`config.mk`:
```
export PLATFORM = sky130hd
export DESIGN_NAME = lz77_token_encoder_unit_flat
export DESIGN_NICKNAME = d
export VERILOG_FILES = /design/src/lz77te_pkg.sv /design/src/lz77te_if.sv /design/src/lz77_token_encoder_unit.sv /design/src/lz77te_cfg.sv /design/src/lz77te_ctrl.sv /design/src/lz77te_dp.sv /design/src/flat_wrapper.sv
export SDC_FILE = /design/constraint.sdc
export NUM_CORES = 1
export LEC_CHECK = 0
export BUFFER_PORTS_ARGS = -buffer_cell sky130_fd_sc_hd__buf_2
export CORE_ASPECT_RATIO = 0.6
export CORE_MARGIN = 2
export CORE_UTILIZATION = 24
export DETAILED_ROUTE_END_ITERATION = 6
export PLACE_DENSITY = 0.36
export SETUP_SLACK_MARGIN = 0.1
export SYNTH_ARGS = -nofsm -noshare
export SYNTH_HDL_FRONTEND = slang
export SYNTH_HIERARCHICAL = 1
export SYNTH_SLANG_ARGS = --single-unit
```
`constraint.sdc`:
```
create_clock -name clk_i -period 8.35 [get_ports clk_i]
set_input_delay 0.835 -clock clk_i [delete_from_list [all_inputs] [get_ports clk_i]]
set_output_delay 0.835 -clock clk_i [all_outputs]
set_load 0.005 [all_outputs]
```
`src/lz77te_pkg.sv`:
```
// shared types and constants of the lz77 token encoder
`default_nettype none

package lz77te_pkg;

  localparam int unsigned DICT_SIZE_DEF      = 9;
  localparam int unsigned LOOKAHEAD_SIZE_DEF = 9;

  localparam int unsigned BYTE_W    = 8;
  localparam int unsigned POS_OUT_W = 4;
  localparam int unsigned LEN_OUT_W = 4;

  localparam logic [BYTE_W-1:0] PREFILL_RESET = 8'd48;

  localparam int unsigned PADDR_W = 3;
  localparam int unsigned PDATA_W = 32;

  // register word index, taken from paddr[PADDR_W-1:2]
  localparam logic [PADDR_W-3:0] REG_PREFILL_IDX = 1'b0;

  typedef logic [BYTE_W-1:0] byte_t;

  typedef struct packed {
    logic load;
    logic scan;
    logic emit;
  } dp_cmd_t;

  typedef struct packed {
    logic load_search;
    logic scan_done;
    logic out_stall;
    logic more_tokens;
  } dp_status_t;

endpackage

`default_nettype wire

```
`src/lz77te_if.sv`:
```
// valid/ready channel interfaces for input bytes and output tokens
`default_nettype none

interface lz77te_in_if;
  import lz77te_pkg::*;
  logic  valid;
  logic  ready;
  byte_t data_byte;
  logic  end_of_input;

  modport source (output valid, output data_byte, output end_of_input, input ready);
  modport sink   (input valid, input data_byte, input end_of_input, output ready);
endinterface

interface lz77te_out_if;
  import lz77te_pkg::*;
  logic                 valid;
  logic                 ready;
  logic [POS_OUT_W-1:0] match_position;
  logic [LEN_OUT_W-1:0] match_length;
  byte_t                next_byte;
  logic                 last_token;

  modport source (output valid, output match_position, output match_length,
                  output next_byte, output last_token, input ready);
  modport sink   (input valid, input match_position, input match_length,
                  input next_byte, input last_token, output ready);
endinterface

`default_nettype wire

```
`src/lz77_token_encoder_unit.sv`:
```
// lz77 token encoder top level: channels, config registers, controller and datapath
//
// bytes enter on in_if (data_byte, end_of_input); a transfer happens when
// valid and ready are both high. tokens leave on out_if as match_position,
// match_length, next_byte and last_token under the same valid/ready rule.
// the apb port holds one register, the dictionary fill byte at address 0,
// used when the next stream starts (first byte after reset or after end).
// no token comes out until the lookahead holds LOOKAHEAD_SIZE bytes or a
// byte with end_of_input is taken; a byte that does neither is taken with
// no search. each token is found by a sweep over the dictionary start
// positions, one position per cycle through the single lookahead
// comparator, then the output register is written and the window slides.
// the first token shows on out_if after the sweep and emit step that follow
// the byte transfer that fills the lookahead. a byte with end_of_input
// flushes up to LOOKAHEAD_SIZE tokens back to back, the last one marked.
// in_if.ready is high only while no search is running. if the receiver
// stalls, the finished token waits in the output register while the next
// search runs, and the block then holds until that register is free.
// reset clears all control state and the fill byte returns to '0'.
`default_nettype none

module lz77_token_encoder_unit #(
  parameter int unsigned DICT_SIZE      = lz77te_pkg::DICT_SIZE_DEF,
  parameter int unsigned LOOKAHEAD_SIZE = lz77te_pkg::LOOKAHEAD_SIZE_DEF
) (
  input  logic                           clk_i,
  input  logic                           rst_ni,
  lz77te_in_if.sink                      in_if,
  lz77te_out_if.source                   out_if,
  input  logic                           psel,
  input  logic                           penable,
  input  logic                           pwrite,
  input  logic [lz77te_pkg::PADDR_W-1:0] paddr,
  input  logic [lz77te_pkg::PDATA_W-1:0] pwdata,
  output logic [lz77te_pkg::PDATA_W-1:0] prdata,
  output logic                           pready
);
  import lz77te_pkg::*;

  byte_t      prefill_byte;
  dp_cmd_t    cmd;
  dp_status_t status;

  lz77te_cfg u_cfg (
    .clk_i          (clk_i),
    .rst_ni         (rst_ni),
    .psel           (psel),
    .penable        (penable),
    .pwrite         (pwrite),
    .paddr          (paddr),
    .pwdata         (pwdata),
    .prdata         (prdata),
    .pready         (pready),
    .prefill_byte_o (prefill_byte)
  );

  lz77te_ctrl u_ctrl (
    .clk_i      (clk_i),
    .rst_ni     (rst_ni),
    .in_valid_i (in_if.valid),
    .in_ready_o (in_if.ready),
    .status_i   (status),
    .cmd_o      (cmd)
  );

  lz77te_dp #(
    .DICT_SIZE      (DICT_SIZE),
    .LOOKAHEAD_SIZE (LOOKAHEAD_SIZE)
  ) u_dp (
    .clk_i            (clk_i),
    .rst_ni           (rst_ni),
    .cmd_i            (cmd),
    .status_o         (status),
    .data_byte_i      (in_if.data_byte),
    .end_of_input_i   (in_if.end_of_input),
    .prefill_byte_i   (prefill_byte),
    .out_valid_o      (out_if.valid),
    .out_ready_i      (out_if.ready),
    .match_position_o (out_if.match_position),
    .match_length_o   (out_if.match_length),
    .next_byte_o      (out_if.next_byte),
    .last_token_o     (out_if.last_token)
  );

endmodule

`default_nettype wire

```
`src/lz77te_cfg.sv`:
```
// apb register block holding the dictionary fill byte
`default_nettype none

module lz77te_cfg (
  input  logic                              clk_i,
  input  logic                              rst_ni,
  input  logic                              psel,
  input  logic                              penable,
  input  logic                              pwrite,
  input  logic [lz77te_pkg::PADDR_W-1:0]    paddr,
  input  logic [lz77te_pkg::PDATA_W-1:0]    pwdata,
  output logic [lz77te_pkg::PDATA_W-1:0]    prdata,
  output logic                              pready,
  output lz77te_pkg::byte_t                 prefill_byte_o
);
  import lz77te_pkg::*;

  byte_t prefill_q;
  logic  sel_prefill;

  assign sel_prefill = (paddr[PADDR_W-1:2] == REG_PREFILL_IDX);
  assign pready      = 1'b1;

  always_ff @(posedge clk_i or negedge rst_ni) begin
    if (!rst_ni) begin
      prefill_q <= PREFILL_RESET;
    end else if (psel && penable && pwrite && pready && sel_prefill) begin
      prefill_q <= pwdata[BYTE_W-1:0];
    end
  end

  always_comb begin
    prdata = '0;
    if (sel_prefill) begin
      prdata = PDATA_W'(prefill_q);
    end
  end

  assign prefill_byte_o = prefill_q;

endmodule

`default_nettype wire

```
`src/lz77te_ctrl.sv`:
```
// controller state machine sequencing load, search sweep and token transfer
`default_nettype none

module lz77te_ctrl (
  input  logic                   clk_i,
  input  logic                   rst_ni,
  input  logic                   in_valid_i,
  output logic                   in_ready_o,
  input  lz77te_pkg::dp_status_t status_i,
  output lz77te_pkg::dp_cmd_t    cmd_o
);
  import lz77te_pkg::*;

  typedef enum logic [2:0] {
    ST_IDLE = 3'b001,
    ST_SCAN = 3'b010,
    ST_EMIT = 3'b100
  } ctrl_state_e;

  ctrl_state_e state_q, state_d;

  always_ff @(posedge clk_i or negedge rst_ni) begin
    if (!rst_ni) begin
      state_q <= ST_IDLE;
    end else begin
      state_q <= state_d;
    end
  end

  always_comb begin
    state_d    = state_q;
    cmd_o      = '0;
    in_ready_o = 1'b0;
    unique case (state_q)
      ST_IDLE: begin
        in_ready_o = 1'b1;
        if (in_valid_i) begin
          cmd_o.load = 1'b1;
          if (status_i.load_search) begin
            state_d = ST_SCAN;
          end
        end
      end
      ST_SCAN: begin
        cmd_o.scan = 1'b1;
        if (status_i.scan_done) begin
          state_d = ST_EMIT;
        end
      end
      ST_EMIT: begin
        if (!status_i.out_stall) begin
          cmd_o.emit = 1'b1;
          state_d    = status_i.more_tokens ? ST_SCAN : ST_IDLE;
        end
      end
      default: begin
        state_d = ST_IDLE;
      end
    endcase
  end

endmodule

`default_nettype wire

```
`src/lz77te_dp.sv`:
```
// datapath: sliding window, serial match sweep and output token register
`default_nettype none

module lz77te_dp #(
  parameter int unsigned DICT_SIZE      = lz77te_pkg::DICT_SIZE_DEF,
  parameter int unsigned LOOKAHEAD_SIZE = lz77te_pkg::LOOKAHEAD_SIZE_DEF
) (
  input  logic                                 clk_i,
  input  logic                                 rst_ni,
  input  lz77te_pkg::dp_cmd_t                  cmd_i,
  output lz77te_pkg::dp_status_t               status_o,
  input  lz77te_pkg::byte_t                    data_byte_i,
  input  logic                                 end_of_input_i,
  input  lz77te_pkg::byte_t                    prefill_byte_i,
  output logic                                 out_valid_o,
  input  logic                                 out_ready_i,
  output logic [lz77te_pkg::POS_OUT_W-1:0]     match_position_o,
  output logic [lz77te_pkg::LEN_OUT_W-1:0]     match_length_o,
  output lz77te_pkg::byte_t                    next_byte_o,
  output logic                                 last_token_o
);
  import lz77te_pkg::*;

  localparam int unsigned TOTAL = DICT_SIZE + LOOKAHEAD_SIZE;
  localparam int unsigned CNT_W = $clog2(LOOKAHEAD_SIZE + 1);
  localparam int unsigned LEN_W = $clog2(LOOKAHEAD_SIZE);
  localparam int unsigned POS_W = (DICT_SIZE > 1) ? $clog2(DICT_SIZE) : 1;
  localparam int unsigned CMP_N = LOOKAHEAD_SIZE - 1;

  byte_t window_q [TOTAL];
  byte_t window_d [TOTAL];
  byte_t scan_q   [TOTAL];
  byte_t scan_d   [TOTAL];
  byte_t loaded   [TOTAL];
  byte_t slid     [TOTAL];

  logic [CNT_W-1:0] count_q, count_d;
  logic             in_stream_q, in_stream_d;
  logic             eoi_q, eoi_d;
  logic [POS_W-1:0] pos_q, pos_d;
  logic [LEN_W-1:0] best_len_q, best_len_d;
  logic [POS_W-1:0] best_pos_q, best_pos_d;
  logic             out_valid_q;

  logic [POS_OUT_W-1:0] match_position_q;
  logic [LEN_OUT_W-1:0] match_length_q;
  byte_t                next_byte_q;
  logic                 last_token_q;

  logic [CNT_W-1:0] count_eff;
  logic [CNT_W-1:0] count_ld;
  logic [CNT_W-1:0] cap_w;
  logic [LEN_W-1:0] cap;
  logic [CNT_W-1:0] step;
  logic [CNT_W-1:0] count_after;
  logic [CMP_N-1:0] run_ok;
  logic [LEN_W-1:0] cur_len;
  byte_t            literal;
  logic             load_search;
  logic             more_tokens;
  logic             restart;
  logic [31:0]      pos_plus;
  logic [31:0]      len_ext;

  assign count_eff   = in_stream_q ? count_q : '0;
  assign count_ld    = count_eff + CNT_W'(1);
  assign load_search = end_of_input_i || (count_ld == CNT_W'(LOOKAHEAD_SIZE));
  assign cap_w       = count_q - CNT_W'(1);
  assign cap         = cap_w[LEN_W-1:0];
  assign step        = CNT_W'(best_len_q) + CNT_W'(1);
  assign count_after = count_q - step;
  assign more_tokens = eoi_q && (count_after != '0);
  assign restart     = (cmd_i.load && load_search) || (cmd_i.emit && more_tokens);

  assign status_o.load_search = load_search;
  assign status_o.scan_done   = (pos_q == POS_W'(DICT_SIZE - 1));
  assign status_o.out_stall   = out_valid_q && !out_ready_i;
  assign status_o.more_tokens = more_tokens;

  // match run of the current start position against the lookahead
  always_comb begin
    for (int j = 0; j < CMP_N; j++) begin
      run_ok[j] = (scan_q[j] == window_q[DICT_SIZE + j]) && (LEN_W'(j) < cap);
    end
    cur_len = cap;
    for (int j = CMP_N - 1; j >= 0; j--) begin
      if (!run_ok[j]) begin
        cur_len = LEN_W'(j);
      end
    end
  end

  always_comb begin
    literal = window_q[DICT_SIZE];
    for (int j = 0; j < LOOKAHEAD_SIZE; j++) begin
      if (best_len_q == LEN_W'(j)) begin
        literal = window_q[DICT_SIZE + j];
      end
    end
  end

  // window after a byte transfer in, and after a slide by length plus one
  always_comb begin
    for (int k = 0; k < TOTAL; k++) begin
      if (k < DICT_SIZE) begin
        loaded[k] = in_stream_q ? window_q[k] : prefill_byte_i;
      end else if (count_eff == CNT_W'(k - DICT_SIZE)) begin
        loaded[k] = data_byte_i;
      end else begin
        loaded[k] = window_q[k];
      end
      slid[k] = window_q[k];
      for (int s = 1; s <= LOOKAHEAD_SIZE; s++) begin
        if (k + s < TOTAL) begin
          if (step == CNT_W'(s)) begin
            slid[k] = window_q[k + s];
          end
        end
      end
    end
  end

  always_comb begin
    for (int k = 0; k < TOTAL; k++) begin
      if (cmd_i.load) begin
        window_d[k] = loaded[k];
      end else if (cmd_i.emit) begin
        window_d[k] = slid[k];
      end else begin
        window_d[k] = window_q[k];
      end
    end
    for (int k = 0; k < TOTAL; k++) begin
      if (restart) begin
        scan_d[k] = window_d[k];
      end else if (cmd_i.scan && (k + 1 < TOTAL)) begin
        scan_d[k] = scan_q[(k + 1) % TOTAL];
      end else begin
        scan_d[k] = scan_q[k];
      end
    end
  end

  always_comb begin
    count_d     = count_q;
    in_stream_d = in_stream_q;
    eoi_d       = eoi_q;
    pos_d       = pos_q;
    best_len_d  = best_len_q;
    best_pos_d  = best_pos_q;
    if (cmd_i.load) begin
      count_d     = count_ld;
      in_stream_d = 1'b1;
      eoi_d       = end_of_input_i;
    end
    if (cmd_i.emit) begin
      count_d = count_after;
      if (eoi_q && !more_tokens) begin
        in_stream_d = 1'b0;
      end
    end
    if (restart) begin
      pos_d      = '0;
      best_len_d = '0;
      best_pos_d = '0;
    end else if (cmd_i.scan) begin
      pos_d = pos_q + POS_W'(1);
      if (cur_len >= best_len_q) begin
        best_len_d = cur_len;
        best_pos_d = pos_q;
      end
    end
  end

  always_ff @(posedge clk_i or negedge rst_ni) begin
    if (!rst_ni) begin
      count_q     <= '0;
      in_stream_q <= 1'b0;
      eoi_q       <= 1'b0;
      pos_q       <= '0;
      best_len_q  <= '0;
      best_pos_q  <= '0;
      out_valid_q <= 1'b0;
    end else begin
      count_q     <= count_d;
      in_stream_q <= in_stream_d;
      eoi_q       <= eoi_d;
      pos_q       <= pos_d;
      best_len_q  <= best_len_d;
      best_pos_q  <= best_pos_d;
      if (cmd_i.emit) begin
        out_valid_q <= 1'b1;
      end else if (out_ready_i) begin
        out_valid_q <= 1'b0;
      end
    end
  end

  assign pos_plus = 32'(best_pos_q) + 32'd1;
  assign len_ext  = 32'(best_len_q);

  always_ff @(posedge clk_i) begin
    for (int k = 0; k < TOTAL; k++) begin
      window_q[k] <= window_d[k];
      scan_q[k]   <= scan_d[k];
    end
    if (cmd_i.emit) begin
      match_position_q <= pos_plus[POS_OUT_W-1:0];
      match_length_q   <= len_ext[LEN_OUT_W-1:0];
      next_byte_q      <= literal;
      last_token_q     <= eoi_q && !more_tokens;
    end
  end

  assign out_valid_o      = out_valid_q;
  assign match_position_o = match_position_q;
  assign match_length_o   = match_length_q;
  assign next_byte_o      = next_byte_q;
  assign last_token_o     = last_token_q;

`ifndef NO_ASSERTIONS
  a_count_bound: assert property (@(posedge clk_i) disable iff (!rst_ni)
    count_q <= CNT_W'(LOOKAHEAD_SIZE))
    else $error("lookahead count beyond lookahead size");

  a_emit_free: assert property (@(posedge clk_i) disable iff (!rst_ni)
    cmd_i.emit |-> !(out_valid_q && !out_ready_i))
    else $error("token overwrote a result still waiting for transfer");

  a_match_cap: assert property (@(posedge clk_i) disable iff (!rst_ni)
    cmd_i.scan |-> (CNT_W'(best_len_q) < count_q))
    else $error("match length not below bytes held");

  a_last_ends: assert property (@(posedge clk_i) disable iff (!rst_ni)
    (cmd_i.emit && eoi_q && !more_tokens) |=> (!in_stream_q && out_valid_q && last_token_q))
    else $error("final token did not close the stream");
`endif

endmodule

`default_nettype wire
```
`src/flat_wrapper.sv`:
```
// flat-port wrapper written by rule: the top's interface ports become plain ports
module lz77_token_encoder_unit_flat import lz77te_pkg::*;
#(
  parameter int unsigned DICT_SIZE      = lz77te_pkg::DICT_SIZE_DEF,
  parameter int unsigned LOOKAHEAD_SIZE = lz77te_pkg::LOOKAHEAD_SIZE_DEF
)
  (clk_i, rst_ni, psel, penable, pwrite, paddr, pwdata, prdata, pready, in_if_valid, in_if_data_byte, in_if_end_of_input, in_if_ready, out_if_valid, out_if_match_position, out_if_match_length, out_if_next_byte, out_if_last_token, out_if_ready);
  lz77te_in_if in_if_i ();
  lz77te_out_if out_if_i ();
  input  logic clk_i;
  input  logic rst_ni;
  input  logic psel;
  input  logic penable;
  input  logic pwrite;
  input  logic [lz77te_pkg::PADDR_W-1:0] paddr;
  input  logic [lz77te_pkg::PDATA_W-1:0] pwdata;
  output logic [lz77te_pkg::PDATA_W-1:0] prdata;
  output logic pready;
  input wire logic [$bits(in_if_i.valid)-1:0] in_if_valid;
  input wire logic [$bits(in_if_i.data_byte)-1:0] in_if_data_byte;
  input wire logic [$bits(in_if_i.end_of_input)-1:0] in_if_end_of_input;
  output wire logic [$bits(in_if_i.ready)-1:0] in_if_ready;
  output wire logic [$bits(out_if_i.valid)-1:0] out_if_valid;
  output wire logic [$bits(out_if_i.match_position)-1:0] out_if_match_position;
  output wire logic [$bits(out_if_i.match_length)-1:0] out_if_match_length;
  output wire logic [$bits(out_if_i.next_byte)-1:0] out_if_next_byte;
  output wire logic [$bits(out_if_i.last_token)-1:0] out_if_last_token;
  input wire logic [$bits(out_if_i.ready)-1:0] out_if_ready;
  assign in_if_i.valid = in_if_valid;
  assign in_if_i.data_byte = in_if_data_byte;
  assign in_if_i.end_of_input = in_if_end_of_input;
  assign in_if_ready = in_if_i.ready;
  assign out_if_valid = out_if_i.valid;
  assign out_if_match_position = out_if_i.match_position;
  assign out_if_match_length = out_if_i.match_length;
  assign out_if_next_byte = out_if_i.next_byte;
  assign out_if_last_token = out_if_i.last_token;
  assign out_if_i.ready = out_if_ready;
  lz77_token_encoder_unit #(.DICT_SIZE(DICT_SIZE), .LOOKAHEAD_SIZE(LOOKAHEAD_SIZE)) u_core (.clk_i(clk_i), .rst_ni(rst_ni), .in_if(in_if_i), .out_if(out_if_i), .psel(psel), .penable(penable), .pwrite(pwrite), .paddr(paddr), .pwdata(pwdata), .prdata(prdata), .pready(pready));
endmodule
```
==> results of run 1 <==
## worst register-to-register path, delay by kind of cell, from the launching register on
kind / cells / cell delay [ns]
buffers and inverters: 2 / 0.83
DFF: 1 / 0.92
AOI/OAI and AO/OA: 3 / 1.10
adders and majority gates: 1 / 0.38
and+or+nand+nor: 3 / 2.36
## final cells by class
| cell class | instances | area [um^2] |
|---|---|---|
| multi-input cells | 2624 | 17900 |
| well taps | 1600 | 2000 |
| fillers | 12900 | 87300 |
| inverters | 83 | 317 |
| repair buffers | 216 | 1570 |
| diodes | 1 | 2.50 |
| clock buffers | 53 | 1140 |
| flip-flops and latches | 335 | 8470 |
| clock inverters | 24 | 297 |
## metal layers
layer	vias up	wire, um	track usage [%]
met5	-	176	0.648
met3	287	23100	9.72
met1	16100	83300	42.4
met2	2186	66400	35.3
met4	12	4040	6.29
li1	13200	-	-
## registers in the layout, indices dropped and copies added (netlist names)
| register | cells |
|---|---|
| u_core/u_dp/scan_q | 144 |
| u_core/u_dp/window_q | 144 |
| u_core/u_cfg/prefill_byte_o | 8 |
| u_core/u_dp/next_byte_o | 8 |
| u_core/u_dp/best_len_q | 4 |
| u_core/u_dp/best_pos_q | 4 |
| u_core/u_dp/count_q | 4 |
| u_core/u_dp/match_length_o | 4 |
| u_core/u_dp/match_position_o | 4 |
| u_core/u_dp/pos_q | 4 |
| u_core/u_ctrl/state_q | 3 |
| u_core/u_dp/eoi_q | 1 |
| u_core/u_dp/in_stream_q | 1 |
| u_core/u_dp/last_token_o | 1 |
| u_core/u_dp/out_valid_o | 1 |
## path summary, 6_finish.rpt
path | from | to | slack (ns)
max | u_core/u_dp/best_len_q[1] | u_core/u_dp/scan_q[1][7] | 2.59
min | rst_ni | u_core/u_cfg/prefill_byte_o[3] | 0.31
max reg2reg | u_core/u_dp/best_len_q[1] | u_core/u_dp/scan_q[1][7] | 2.59
min reg2reg | u_core/u_dp/scan_q[10][6] | u_core/u_dp/scan_q[9][6] | 0.54
max in group asynchronous | rst_ni | u_core/u_dp/in_stream_q | 7.43
min in group clk_i | pwdata[1] | u_core/u_cfg/prefill_byte_o[1] | 0.45
## power by group through the flow
stage	logic, uW	clock network (uW)	registers, uW
6_report	3530	2020	2700
3_5_place_dp	3370	0	2710
3_3_place_gp	3390	0	2720
5_1_grt	3670	2130	2730
4_1_cts	3380	2070	2680
2_1_floorplan	2070	0	2440
## kinds of logic (layout without fill, tap and decap cells)
family | Yosys count | count (layout) | synth area share, %
multiplexers | 179 | 179 | 6.58
AO/OA/AOI/OAI | 1272 | 1272 | 33.3
AND/OR/NAND/NOR | 1049 | 1049 | 17.7
other | 2 | 26 | 0.0261
buffers and inverters | 601 | 376 | 9.50
flip-flops | 335 | 335 | 29.5
XOR/XNOR | 77 | 77 | 2.35
adder cells (fa/ha/maj) | 22 | 22 | 0.984
## Yosys cell counts, types with 12 or more instances
library cell and n:
nand2_1 304, clkbuf_1 291, nand3_1 221, nor2_1 182, a21oi_1 169, edfxtp_1 161, dfxtp_1 144, nor3_1 134
o21ai_0 133, o221ai_1 132, buf_2 117, a31oi_1 102, mux2i_1 100, inv_1 81, mux2_2 78, a211oi_1 66
buf_4 59, o22ai_1 58, xnor2_1 55, a221o_1 50, o31ai_1 49, and3_1 47, o211ai_1 47, a311oi_1 46
o2111ai_1 43, o32ai_1 40, a22oi_1 36, a221oi_1 35, nand4_1 31, buf_1 30, dfrtp_1 27, nor4_1 25
a211o_1 24, xor2_1 22, ha_1 21, o21ai_1 21, o21bai_1 21, nor2b_1 19, a21o_1 13, a311o_1 13
buf_6 13, o21a_1 13, o211a_1 12
## stage by stage
stage | utilization, % | area, um^2 | setup WS (ns) | std cells | power [uW]
4_1_cts | 26.6 | 31700 | 2.94 | 4935 | 8130
2_1_floorplan | - | 28800 | 2.29 | 3560 | 4520
3_5_place_dp | 25.4 | 30200 | 2.98 | 4858 | 6080
5_1_grt | 26.6 | 31700 | 2.61 | 4935 | 8520
3_3_place_gp | 25.4 | 30200 | 3.00 | 4858 | 6110
6_report | 26.6 | 31700 | 2.59 | 4936 | 8250
## cells in the final DEF, fill, tap and decap left out, types with 42 or more instances in the layout
cell       netlist  layout
a211oi_1        66      66
inv_1           81      77
and3_1          47      47
buf_4           59     159
nand3_1        221     220
clkbuf_16        0      42
a311oi_1        46      46
edfxtp_1       161     161
o21ai_0        133     133
dfxtp_1        144     144
o31ai_1         49      49
nand2_1        304     299
xnor2_1         55      55
a21oi_1        169     168
buf_2          117      51
nor2_1         182     176
nor3_1         134     134
a221o_1         50      50
o211ai_1        47      47
mux2_2          78      78
mux2i_1        100     100
o2111ai_1       43      43
o22ai_1         58      58
o221ai_1       132     132
a31oi_1        102     101
==> results.cfg, run 1 <==
[die]
ioPinCount = 103
die_h_um = 272
die_area_um2 = 123000
coreArea_um2 = 119000
fp-row-count = 98
start_util_pct = 24.2
die_w_um = 451

[logic_synthesis]
yosysUniqueCellTypes = 115
syn_avg_cell_area_um2 = 8.13
yosysSeqAreaShare_pct = 29.5
ys.flop_type = edfxtp_1
ys_warn_count = 6
synth_area_leaders = edfxtp_1 17%, dfxtp_1 10%, o221ai_1 4.0%, nand2_1 4.0%, nand3_1 3.8%
async_reset_ff_share_pct = 8.96
synth_top_cell_by_area = edfxtp_1
synth_edf_count = 161
ys_ff_latch = 335
synth_area_um2 = 28700
netlist_instances = 3537
synth_top_area_share_pct = 16.8

[global_routing]
grt_antenna_before_repair = 9
overflow = 0
grt_pass1_wl_um = 245000
grtUsageTotal_pct = 27.5
grt_start_max_net_pins = 118
grt_pass1_vias = 29000

[detailed_routing]
drtIter0Drc = 4901
postRouteAntennaNets = 0
route.detailed.drc = 0
routed_wl_um = 177000
vias_per_cell = 6.45
dr.pass1.iters = 6
vias = 31900
wire_per_inst_um = 35.9

[placed_design]
io_buffers = 51
hpwl_um = 114000
finalWeightedCongestion = 0.904

[power]
sw_frac_of_total_pct = 45.9
p_seq_share_pct = 32.7
power_leakage_uw = 0.0112
power_density_nw_per_um2 = 260
power_frac_clock_pct = 24.5
p_int_uw = 4460
p_comb_share_pct = 42.8
switchingPower_uw = 3790
peakVddDrop_mv = 0.135

[critical_path]
crit_slowest_cell = dfrtp_1
start_kind = flip-flop
cp_data_arrival_time_ns = 6.21
path_class = reg2reg
path_delay_family = simple AND/OR/NAND/NOR gates
crit_path_end_kind = flip-flop
cp_cell_sequence = inv_1, ha_4, nand3b_1, nand2b_1, nand2_2, buf_4, a2111oi_0, o21ai_1, a31oi_1
cp_data_required_time_ns = 8.81
worst-path-buf-inv = 2
crit_cells = 9
r2r_cells = 9
critPathMaxFanout = 23
slowest_delay_ns = 0.92

[clock_tree]
clkLatencyLatePin_ns = 0.62
cts_buffers = 42
cts.clk_slew.worst_paths_ns = 0.07
cts.repair.resized = 0
cts_hold_buf = 0
cts-root-buf = clkbuf_16
numClockSinks = 335
clk_path_buf_depth = 3
htreeDepth = 2
post_cts_buffers = 0
cts_tree = built

[timing]
worst_pin_slew_ns = 1.40
slew_viol_final = 0
setup_violations = 0
fin_setup_tns_ns = 0
period_share_pct = 69.0
max_freq_ghz = 0.174
period_minus_slack_ns = 5.76
hold_violations = 0
relSlewSlack_pct = 5.66
fin_worst_skew_ns = 0.0230
holdWs_ns = 0.315
rsz0062_at_grt = false

[finish]
drive_above_1_share_pct = 14.5
syn2layout_area_growth_pct = 10.2
fin_nets = 3375

[run_status]
outcome = finished, final reports clean

[worst_hold_path]
hold_path_class = in2async

[flow_run]
maxCapViolations = 0
No activity file was read; power rests on OpenSTA's default activity.
==> inputs of run 2 (changes only) <==
- clock period: 8.35 -> 5.3 ns (I/O delays scaled with it)
==> results.cfg, run 2 (synthesis gave the netlist of run 1 again) <==
[placed_design]
io_buffers = 51
placed_cell_area_um2 = 30900
hpwl_um = 123000
finalWeightedCongestion = 0.943

[timing]
setup_violations = 0
worst_pin_slew_ns = 1.38
hold_violations = 12
fin_setup_tns_ns = 0
max_freq_ghz = 0.223
rsz0062_at_grt = false
period_share_pct = 84.5
period_minus_slack_ns = 4.48
holdWs_ns = -0.0118
relSlewSlack_pct = 7.85
fin_worst_skew_ns = 0.0490
slew_viol_final = 0

[clock_tree]
htreeDepth = 2
cts_buffers = 43
numClockSinks = 335
cts-root-buf = clkbuf_16
cts_hold_buf = 0
cts.clk_slew.worst_paths_ns = 0.06
clk_path_buf_depth = 3
cts.repair.resized = 0
clkLatencyLatePin_ns = 0.66
cts_tree = built
post_cts_buffers = 0

[power]
power_density_nw_per_um2 = 413
power_leakage_uw = 0.0116
peakVddDrop_mv = 0.246

[die]
die_area_um2 = 123000
ioPinCount = 103
coreArea_um2 = 119000
start_util_pct = 24.2
die_h_um = 272
fp-row-count = 98
die_w_um = 451

[detailed_routing]
routed_wl_um = 183000
vias_per_cell = 6.46
dr.pass1.iters = 7
vias = 32300
route.detailed.drc = 9
postRouteAntennaNets = 0
wire_per_inst_um = 36.5
drtIter0Drc = 4962

[run_status]
violations = DRC, hold timing
outcome = finished with violations

[finish]
final_common_cell = nand2_1
drive_above_1_share_pct = 16.0
fin_area_um2 = 32400
syn2layout_area_growth_pct = 12.6
mostFrequentLayoutCells = 301 x nand2_1, 220 x nand3_1, 203 x buf_4
fin_nets = 3436
top_regs = u_core/u_dp/scan_q (144), u_core/u_dp/window_q (144)

[global_routing]
grt_start_max_net_pins = 93
overflow = 0
grt_pass1_wl_um = 253000
grt_pass1_vias = 29600
grtUsageTotal_pct = 28.5
grt_antenna_before_repair = 7

[critical_path]
crit_path_end_kind = flip-flop
cp_data_required_time_ns = 5.87
start_kind = flip-flop
cp_data_arrival_time_ns = 5.04
critPathMaxFanout = 8
path_class = reg2reg

[worst_hold_path]
hold_path_class = in2async

[flow_run]
maxCapViolations = 0
[run 2: changes by cell type in the layout (fill, tap and decap cells not counted), moves of 2 or more]
cell,delta
clkinv_4,+2
buf_12,+16
diode_2,+2
nand2_2,-2
clkbuf_1,+3
clkbuf_16,+2
clkinv_1,-3
nand2_1,+2
inv_6,-2
clkinvlp_4,+2
buf_4,+44
[run 2: path summary, 6_finish.rpt]
kind                                                 from                        endpoint  slack (ns)  cells after the start
worst max-delay path             u_core/u_dp/scan_q[6][5]       u_core/u_dp/best_len_q[1]        0.82                     13
worst min-delay path                               rst_ni         u_core/u_dp/out_valid_o       -0.01                      1
worst max register to register   u_core/u_dp/scan_q[6][5]       u_core/u_dp/best_len_q[1]        0.82                     13
worst min register to register  u_core/u_dp/best_pos_q[3]       u_core/u_dp/best_pos_q[3]        0.54                      2
max in group asynchronous                          rst_ni         u_core/u_dp/in_stream_q        4.75                      1
min in group clk_i                              pwdata[4]  u_core/u_cfg/prefill_byte_o[4]        0.15                      2
[run 2: critical path, cell delays in order (launching register included)]
cell      delay, ns
edfxtp_1       0.42
xnor2_1        0.55
nand4_1        0.54
a211oi_1       0.55
o41ai_1        0.16
a311o_1        0.43
a21bo_2        0.23
ha_1           0.26
nand2b_1       0.10
a21o_1         0.11
a211oi_1       0.10
or2_2          0.41
or4_1          0.41
o21ai_0        0.15
[run 2: final cells by class]
type	count	area (um^2)
antenna	3	7.51
sequential	335	8470
clock inverter	23	300
timing repair buffer	276	2220
clock buffer	57	1190
inverter	83	317
tap	1600	2000
multi-input combinational	2624	17900
fill	12900	86600
[run 2: routing by layer]
| layer | routed length, um | up-vias | share of wire, % | global-route usage (%) |
|---|---|---|---|---|
| met5 | 41 | - | 0.022 | 0 |
| met4 | 5840 | 6 | 3.2 | 8.71 |
| met3 | 23400 | 331 | 13 | 9.45 |
| met2 | 68000 | 2341 | 37 | 36.9 |
| met1 | 85400 | 16300 | 47 | 43.3 |
| li1 | - | 13400 | - | - |
[run 2: stage by stage]
step | setup slack, ns | hold WS, ns | util, % | total power [uW] | std cells
after floorplan | 0.615 | 0.234 | - | 7100 | 3560
after global placement | 1.03 | 0.518 | 26.0 | 9820 | 4918
after detailed placement | 1.02 | 0.525 | 26.0 | 9760 | 4918
after CTS | 1.03 | 0.00338 | 27.2 | 13100 | 4998
after global routing | 0.612 | 0.0580 | 27.2 | 13700 | 4998
final | 0.821 | -0.0118 | 27.2 | 13400 | 5001
[run 2: report_power, final]
part	total (uW)	leakage, uW	switching (uW)	internal (uW)
sequential	4300	0.00307	829	3470
clock	3340	0.000722	1450	1890
combinational	5720	0.00777	3920	1800
total	13400	0.0116	6200	7160
